<file path="src/rtl/sha1s_pkg.sv">
// sha1s_pkg: shared types and constants of the sha-1 stream hasher
// used by sha1s_core and sha1_stream_hasher; no dependencies
`default_nettype none

package sha1s_pkg;

  localparam int unsigned WordW     = 32;
  localparam int unsigned NumH      = 5;
  localparam int unsigned Rounds    = 80;
  localparam int unsigned RoundW    = $clog2(Rounds);
  localparam int unsigned BlockW    = 16;
  localparam int unsigned CountW    = $clog2(BlockW);

  // initial chaining words
  localparam logic [NumH-1:0][WordW-1:0] H_INIT = {
    32'hC3D2E1F0, 32'h10325476, 32'h98BADCFE, 32'hEFCDAB89, 32'h67452301
  };

  // round constants, one per group of twenty rounds
  localparam logic [WordW-1:0] K_0 = 32'h5A827999;
  localparam logic [WordW-1:0] K_1 = 32'h6ED9EBA1;
  localparam logic [WordW-1:0] K_2 = 32'h8F1BBCDC;
  localparam logic [WordW-1:0] K_3 = 32'hCA62C1D6;

  // padding word that follows a full final word
  localparam logic [WordW-1:0] PAD_WORD = 32'h80000000;
  localparam logic [7:0]       PAD_BYTE = 8'h80;

  // control from the sequencer to the round unit
  typedef struct packed {
    logic              push;    // shift a message word into the schedule
    logic              start;   // load working vars from chaining words
    logic              round;   // run one round
    logic              finish;  // fold working vars into chaining words
    logic              init;    // restore initial chaining words
    logic [RoundW-1:0] rnd;     // current round number
  } sha1s_ctrl_t;

  // sequencer states
  typedef enum logic [4:0] {
    ST_IDLE   = 5'b00001,
    ST_PAD    = 5'b00010,
    ST_ROUND  = 5'b00100,
    ST_FINISH = 5'b01000,
    ST_OUT    = 5'b10000
  } sha1s_state_e;

endpackage

`default_nettype wire

</file>
<file path="src/rtl/sha1s_core.sv">
// sha1s_core: message schedule shift line, working variables, one shared
// round adder and the chaining words; depends on sha1s_pkg
`default_nettype none

module sha1s_core
  import sha1s_pkg::*;
(
  input  wire logic                       clk_i,
  input  wire logic                       rst_ni,
  input  wire sha1s_ctrl_t                ctrl_i,
  input  wire logic [WordW-1:0]           word_i,
  output logic      [NumH-1:0][WordW-1:0] h_o
);

  logic [BlockW-1:0][WordW-1:0] w_q;
  logic [WordW-1:0] a_q, b_q, c_q, d_q, e_q;
  logic [NumH-1:0][WordW-1:0] h_q;

  logic [WordW-1:0] w_mix;
  logic [WordW-1:0] w_next;
  logic [WordW-1:0] f_val;
  logic [WordW-1:0] k_val;
  logic [WordW-1:0] t_val;

  // next schedule word from fixed taps of the shift line
  always_comb begin
    w_mix  = w_q[13] ^ w_q[8] ^ w_q[2] ^ w_q[0];
    w_next = {w_mix[WordW-2:0], w_mix[WordW-1]};
  end

  // round function and constant by group of twenty rounds
  always_comb begin
    if (ctrl_i.rnd < RoundW'(20)) begin
      f_val = (b_q & c_q) ^ (~b_q & d_q);
      k_val = K_0;
    end else if (ctrl_i.rnd < RoundW'(40)) begin
      f_val = b_q ^ c_q ^ d_q;
      k_val = K_1;
    end else if (ctrl_i.rnd < RoundW'(60)) begin
      f_val = (b_q & c_q) ^ (b_q & d_q) ^ (c_q & d_q);
      k_val = K_2;
    end else begin
      f_val = b_q ^ c_q ^ d_q;
      k_val = K_3;
    end
  end

  // shared round adder
  assign t_val = {a_q[WordW-6:0], a_q[WordW-1:WordW-5]} + f_val + e_q + k_val + w_q[0];

  // schedule shift line, oldest word at index zero
  always_ff @(posedge clk_i) begin
    if (ctrl_i.push) begin
      w_q <= {word_i, w_q[BlockW-1:1]};
    end else if (ctrl_i.round) begin
      w_q <= {w_next, w_q[BlockW-1:1]};
    end
  end

  // working variables
  always_ff @(posedge clk_i) begin
    if (ctrl_i.start) begin
      a_q <= h_q[0];
      b_q <= h_q[1];
      c_q <= h_q[2];
      d_q <= h_q[3];
      e_q <= h_q[4];
    end else if (ctrl_i.round) begin
      a_q <= t_val;
      b_q <= a_q;
      c_q <= {b_q[1:0], b_q[WordW-1:2]};
      d_q <= c_q;
      e_q <= d_q;
    end
  end

  // chaining words
  always_ff @(posedge clk_i or negedge rst_ni) begin
    if (!rst_ni) begin
      h_q <= H_INIT;
    end else if (ctrl_i.init) begin
      h_q <= H_INIT;
    end else if (ctrl_i.finish) begin
      h_q[0] <= h_q[0] + a_q;
      h_q[1] <= h_q[1] + b_q;
      h_q[2] <= h_q[2] + c_q;
      h_q[3] <= h_q[3] + d_q;
      h_q[4] <= h_q[4] + e_q;
    end
  end

  assign h_o = h_q;

endmodule

`default_nettype wire

</file>
<file path="src/rtl/sha1_stream_hasher.sv">
// sha1_stream_hasher: sha-1 over a stream of big-endian words; uses sha1s_core, sha1s_pkg
// a word that does not fill the block leaves the hasher ready for the next word; the word that fills it
// starts 80 rounds in the shared round adder, then the chaining add
// a last word adds padding and length words and one or two compressions,
// then five digest items, one per cycle as taken; no input is taken meanwhile
// async active-low reset restores chaining words, clears count and length, not the buffer
`default_nettype none

module sha1_stream_hasher
  import sha1s_pkg::*;
(
  input  wire logic             clk_i,
  input  wire logic             rst_ni,
  input  wire logic             in_valid_i,
  output logic                  in_ready_o,
  input  wire logic [WordW-1:0] data_word_i,
  input  wire logic [2:0]       valid_bytes_i,
  input  wire logic             last_i,
  input  wire logic             empty_message_i,
  output logic                  out_valid_o,
  input  wire logic             out_ready_i,
  output logic      [WordW-1:0] digest_word_o,
  output logic      [2:0]       word_index_o,
  output logic                  digest_last_o
);

  sha1s_state_e state_q, state_d;
  logic [CountW-1:0] count_q, count_d;
  logic [63:0]       bits_q, bits_d;
  logic [RoundW-1:0] rnd_q, rnd_d;
  logic [2:0]        idx_q, idx_d;
  logic              pad_q, pad_d;      // inside the padding sequence
  logic              pad80_q, pad80_d;  // padding word still owed after a full word
  logic              lo_q, lo_d;        // low length word is next
  logic              done_q, done_d;    // length pushed, digest after this block

  sha1s_ctrl_t              ctrl;
  logic [WordW-1:0]         push_word;
  logic [NumH-1:0][WordW-1:0] h_words;

  logic [2:0]       nbytes;
  logic [WordW-1:0] keep_mask;
  logic [WordW-1:0] pad_bits;
  logic [WordW-1:0] first_word;

  // effective byte count of the last word
  always_comb begin
    if (empty_message_i || (valid_bytes_i == 3'd0)) begin
      nbytes = 3'd0;
    end else if (valid_bytes_i > 3'd4) begin
      nbytes = 3'd4;
    end else begin
      nbytes = valid_bytes_i;
    end
  end

  // byte mask and padding byte placement of a partial last word
  always_comb begin
    case (nbytes[1:0])
      2'd0:    keep_mask = 32'h00000000;
      2'd1:    keep_mask = 32'hFF000000;
      2'd2:    keep_mask = 32'hFFFF0000;
      2'd3:    keep_mask = 32'hFFFFFF00;
      default: keep_mask = 32'h00000000;
    endcase
    pad_bits   = {PAD_BYTE, 24'd0} >> {nbytes[1:0], 3'b000};
    first_word = (nbytes == 3'd4) ? data_word_i : ((data_word_i & keep_mask) | pad_bits);
  end

  // sequencer
  always_comb begin
    state_d   = state_q;
    count_d   = count_q;
    bits_d    = bits_q;
    rnd_d     = rnd_q;
    idx_d     = idx_q;
    pad_d     = pad_q;
    pad80_d   = pad80_q;
    lo_d      = lo_q;
    done_d    = done_q;
    ctrl      = '0;
    ctrl.rnd  = rnd_q;
    push_word = '0;

    case (state_q)
      ST_IDLE: begin
        if (in_valid_i) begin
          ctrl.push = 1'b1;
          count_d   = count_q + CountW'(1);
          if (last_i) begin
            push_word = first_word;
            bits_d    = bits_q + {58'd0, nbytes, 3'b000};
            pad_d     = 1'b1;
            pad80_d   = (nbytes == 3'd4);
            state_d   = ST_PAD;
          end else begin
            push_word = data_word_i;
            bits_d    = bits_q + 64'd32;
          end
          if (count_q == CountW'(BlockW - 1)) begin
            ctrl.start = 1'b1;
            rnd_d      = '0;
            state_d    = ST_ROUND;
          end
        end
      end

      ST_PAD: begin
        ctrl.push = 1'b1;
        count_d   = count_q + CountW'(1);
        if (pad80_q) begin
          push_word = PAD_WORD;
          pad80_d   = 1'b0;
        end else if (lo_q) begin
          push_word = bits_q[31:0];
          lo_d      = 1'b0;
          done_d    = 1'b1;
        end else if (count_q == CountW'(BlockW - 2)) begin
          push_word = bits_q[63:32];
          lo_d      = 1'b1;
        end else begin
          push_word = '0;
        end
        if (count_q == CountW'(BlockW - 1)) begin
          ctrl.start = 1'b1;
          rnd_d      = '0;
          state_d    = ST_ROUND;
        end
      end

      ST_ROUND: begin
        ctrl.round = 1'b1;
        if (rnd_q == RoundW'(Rounds - 1)) begin
          state_d = ST_FINISH;
        end else begin
          rnd_d = rnd_q + RoundW'(1);
        end
      end

      ST_FINISH: begin
        ctrl.finish = 1'b1;
        idx_d       = '0;
        if (done_q) begin
          state_d = ST_OUT;
        end else if (pad_q) begin
          state_d = ST_PAD;
        end else begin
          state_d = ST_IDLE;
        end
      end

      ST_OUT: begin
        if (out_ready_i) begin
          if (idx_q == 3'(NumH - 1)) begin
            ctrl.init = 1'b1;
            bits_d    = '0;
            pad_d     = 1'b0;
            done_d    = 1'b0;
            state_d   = ST_IDLE;
          end else begin
            idx_d = idx_q + 3'd1;
          end
        end
      end

      default: begin
        state_d = ST_IDLE;
      end
    endcase
  end

  // control registers
  always_ff @(posedge clk_i or negedge rst_ni) begin
    if (!rst_ni) begin
      state_q <= ST_IDLE;
      count_q <= '0;
      bits_q  <= '0;
      rnd_q   <= '0;
      idx_q   <= '0;
      pad_q   <= 1'b0;
      pad80_q <= 1'b0;
      lo_q    <= 1'b0;
      done_q  <= 1'b0;
    end else begin
      state_q <= state_d;
      count_q <= count_d;
      bits_q  <= bits_d;
      rnd_q   <= rnd_d;
      idx_q   <= idx_d;
      pad_q   <= pad_d;
      pad80_q <= pad80_d;
      lo_q    <= lo_d;
      done_q  <= done_d;
    end
  end

  // round unit
  sha1s_core u_core (
    .clk_i  (clk_i),
    .rst_ni (rst_ni),
    .ctrl_i (ctrl),
    .word_i (push_word),
    .h_o    (h_words)
  );

  // handshake and digest output
  assign in_ready_o    = (state_q == ST_IDLE);
  assign out_valid_o   = (state_q == ST_OUT);
  assign digest_word_o = h_words[idx_q];
  assign word_index_o  = idx_q;
  assign digest_last_o = (idx_q == 3'(NumH - 1));

endmodule

`default_nettype wire

</file>
<file path="config.mk">
export PLATFORM = sky130hd
export DESIGN_NAME = sha1_stream_hasher
export DESIGN_NICKNAME = d
export VERILOG_FILES = /design/src/rtl/sha1s_pkg.sv /design/src/rtl/sha1s_core.sv /design/src/rtl/sha1_stream_hasher.sv
export SDC_FILE = /design/constraint.sdc
export NUM_CORES = 2
export LEC_CHECK = 0
export ABC_CLOCK_PERIOD_IN_PS = 29100
export BUFFER_PORTS_ARGS = -buffer_cell sky130_fd_sc_hd__buf_2
export CELL_PAD_IN_SITES_DETAIL_PLACEMENT = 1
export CELL_PAD_IN_SITES_GLOBAL_PLACEMENT = 1
export CORE_ASPECT_RATIO = 1.1
export CORE_MARGIN = 5
export CORE_UTILIZATION = 45
export DETAILED_ROUTE_END_ITERATION = 8
export HOLD_SLACK_MARGIN = 0.03
export PLACE_DENSITY = 0.82
export SLEW_MARGIN = 30
export SYNTH_ARGS = -nofsm -noshare
export SYNTH_HDL_FRONTEND = slang
export SYNTH_SLANG_ARGS = --single-unit
</file>
<file path="constraint.sdc">
create_clock -name clk_i -period 29.1 [get_ports clk_i]
set_input_delay 2.91 -clock clk_i [delete_from_list [all_inputs] [get_ports clk_i]]
set_output_delay 2.91 -clock clk_i [all_outputs]
set_load 0.05 [all_outputs]
</file>
==> out/metrics.cfg <==
[synthesis]
synth.distinct_cells=95
mappedNetlistArea_um2=47900
syn_nets=4534
async_reset_ff_share_pct=26.6
synth.avg_cell_area_um2=11.5
postSynthCellCount=4167
seq_area_frac_synth_pct=55.1
yosys_warnings=0
synth.area.top_cells=edfxtp_1 42%, dfrtp_1 8.5%, ha_1 5.2%, fa_1 5.2%, nand2_1 4.9%
synth_area_leader_cell=edfxtp_1
synth-seq-cells=916
synth-edff-count=672
synthFlopType=edfxtp_1
synth_top_cell_area_share_pct=42.1

[place]
dpl.hpwl_um=103000
portBuffers=78
place.gp.congestion=0.948

[clocking]
post_cts_buffers=0
clk_latency_ps=730
numCtsBuffers=98
clkSlewWorstSetupHoldPaths_ps=70
cts_tree=yes
cts_max_path_buffers=3
cts_root_buffer=clkbuf_16
cts.sinks=916
ctsResizeCount=0
htreeDepth=3
hold_buffers=0

[global_routing]
grt_pass1_wl_um=226000
grt.overflow.total=0
antenna_found_initial=1
grt_pass1_vias=36600
grt_start_max_net_pins=164
grtUsageTotal_pct=25.7

[min_path]
worstHoldPathType=flip-flop to flip-flop
min_delay_path_depth=0
hold_end=u_core.w_q[268]$_DFFE_PP_
hp-start=u_core.w_q[300]$_DFFE_PP_

[sta]
fin_crit_ps=7410
tightestPinTransition_ps=1080
setup_viol=0
post-route-period-util_pct=25.5
grt_setup_unrepaired=no
slew-limit-headroom_pct=28.3
fmax_ghz=0.135
finalHoldViolCount=0
drv_slew=0
tns_ps=0
skew_ps=50.2

[cells_and_area]
nets=4605
drive_above_1_share_pct=10.5
fillCellCount=11200
syn_to_final_growth_pct=11.2
final_cell_mix=672 x edfxtp_1, 628 x nand2_1, 278 x a21oi_1, 265 x o21ai_0, 255 x inv_1
mostFrequentLayoutCell=edfxtp_1

[setup_path]
path_class=flip-flop to flip-flop
rr_worst_depth=22
ff2ff_setup_slack_ps=21690
slowest_delay_ps=520
timing.rr.end=u_core.a_q[30]$_DFFE_PP_
critPathLaunchType=flip-flop
path_cells=and3_1 > nor3_1 > inv_2 > nand2_1 > buf_4 > o221a_2 > fa_1 > fa_1 > inv_1 > fa_1 > inv_1 > ha_1 > a21oi_1 > nand3b_1 > o22ai_2 > o211ai_1 > a31oi_1 > a21oi_1 > or4_1 > a31oi_1 > xor2_1 > o21ai_1
critical_path.most_common_cell=fa_1
critical_path.max_fanout=35
cp.required_ps=29520
worstReg2RegStart=rnd_q[2]$_DFFE_PN0P_
endpoint_kind=flip-flop
slowest_stage=fa_1
worstPathArrival_ps=7840
critPathLaunch=rnd_q[2]$_DFFE_PN0P_

[floorplan]
core_um2=106000
rows=125
die_area_um2=113000
initial_core_util_pct=45.3
pin_count=79
die_y_um=352
die_w_um=321

[job]
cap_violations=0

[detailed_routing]
vias_per_cell=6.01
dr_total_vias=34400
avgRoutedWirePerCell_um=26.0
wl_um=148000
drtAntennaViolNets=0
drc=0
drtIter0Drc=3047
first_pass_iters=7

[status]
status=complete, no violations

==> cell usage after synthesis (27+ instances only) <==
library cell / instances
nor3_1: 67
mux2i_1: 31
clkbuf_1: 124
nand4_1: 27
a21o_1: 72
a21oi_1: 278
fa_1: 125
nor2_1: 222
mux4_2: 32
xor2_1: 149
o21ai_0: 265
xnor2_1: 163
edfxtp_1: 672
and3_1: 27
dfrtp_1: 163
a31oi_1: 27
inv_1: 255
nand3_1: 117
nand2b_1: 30
dfstp_2: 81
a211oi_1: 33
nand2_1: 631
ha_1: 201
==> how the worst max path moves through the flow <==
stage                                    end
global route        u_core.a_q[30]$_DFFE_PP_
floorplan            u_core.w_q[0]$_DFFE_PP_
CTS                 u_core.a_q[30]$_DFFE_PP_
detailed placement  u_core.a_q[30]$_DFFE_PP_
global placement    u_core.a_q[30]$_DFFE_PP_
finish              u_core.a_q[30]$_DFFE_PP_
==> routing by layer <==
layer	wire length, um	up-vias	GRT usage [%]
met5	0	-	0
met2	72800	1214	43.4
li1	-	15100	-
met3	8650	360	3.70
met1	59800	17800	33.1
met4	7250	0	11.0
==> metrics by stage <==
stage          area, um^2  setup WS (ps)  hold WS, ps  utilization, %  cells
2_1_floorplan       47900          13320          400               -   4167
3_3_place_gp        49900          22250          401            47.2   5533
3_5_place_dp        49900          21900          405            47.2   5534
4_1_cts             53300          21830          403            50.4   5719
5_1_grt             53300          21450          399            50.4   5720
6_report            53300          21690          401            50.4   5721
==> sequential cells by signal (all words and copies together) (netlist names) <==
name	count
u_core.a_q	32
u_core.d_q	32
u_core.h_o	160
lo_q	1
u_core.c_q	32
word_index_o	3
u_core.b_q	32
count_q	4
rnd_q	7
bits_q	61
state_q	5
u_core.w_q	512
pad80_q	1
pad_q	1
done_q	1
u_core.e_q	32
==> final cells by class <==
| cell class | count | area [um^2] | area share (%) |
|---|---|---|---|
| diodes | 1 | 2.50 | 0.00470 |
| inverters | 256 | 961 | 1.80 |
| clock inverters | 64 | 734 | 1.38 |
| repair buffers | 113 | 739 | 1.39 |
| well taps | 1397 | 1750 | 3.28 |
| clock buffers | 121 | 2590 | 4.86 |
| flip-flops and latches | 916 | 26400 | 49.5 |
| multi-input cells | 2853 | 20100 | 37.8 |
==> critical path, delay by kind of cell (launching register included) <==
family	cells	cell delay, ps
adder cells (fa/ha/maj)	4	1820
AND/OR/NAND/NOR	5	1570
XOR/XNOR	1	180
flip-flops	1	470
buffers and inverters	4	990
AO/OA/AOI/OAI	8	2060
==> logic make-up (layout without fill, tap and decap cells) <==
group | after synthesis | in the layout | share of synthesized area [%]
AOI/OAI and AO/OA | 917 | 917 | 12.1
xor gates and xnor gates | 312 | 312 | 5.70
adders and majority gates | 326 | 326 | 10.5
buffers and inverters | 398 | 554 | 3.14
DFF | 916 | 916 | 55.1
muxes | 64 | 64 | 2.17
other | 0 | 1 | 0
and+or+nand+nor | 1234 | 1234 | 11.4
Power is left out: the tool's default activity adds up to more than one toggle a clock period on the data nets, which glitch-free logic cannot reach.
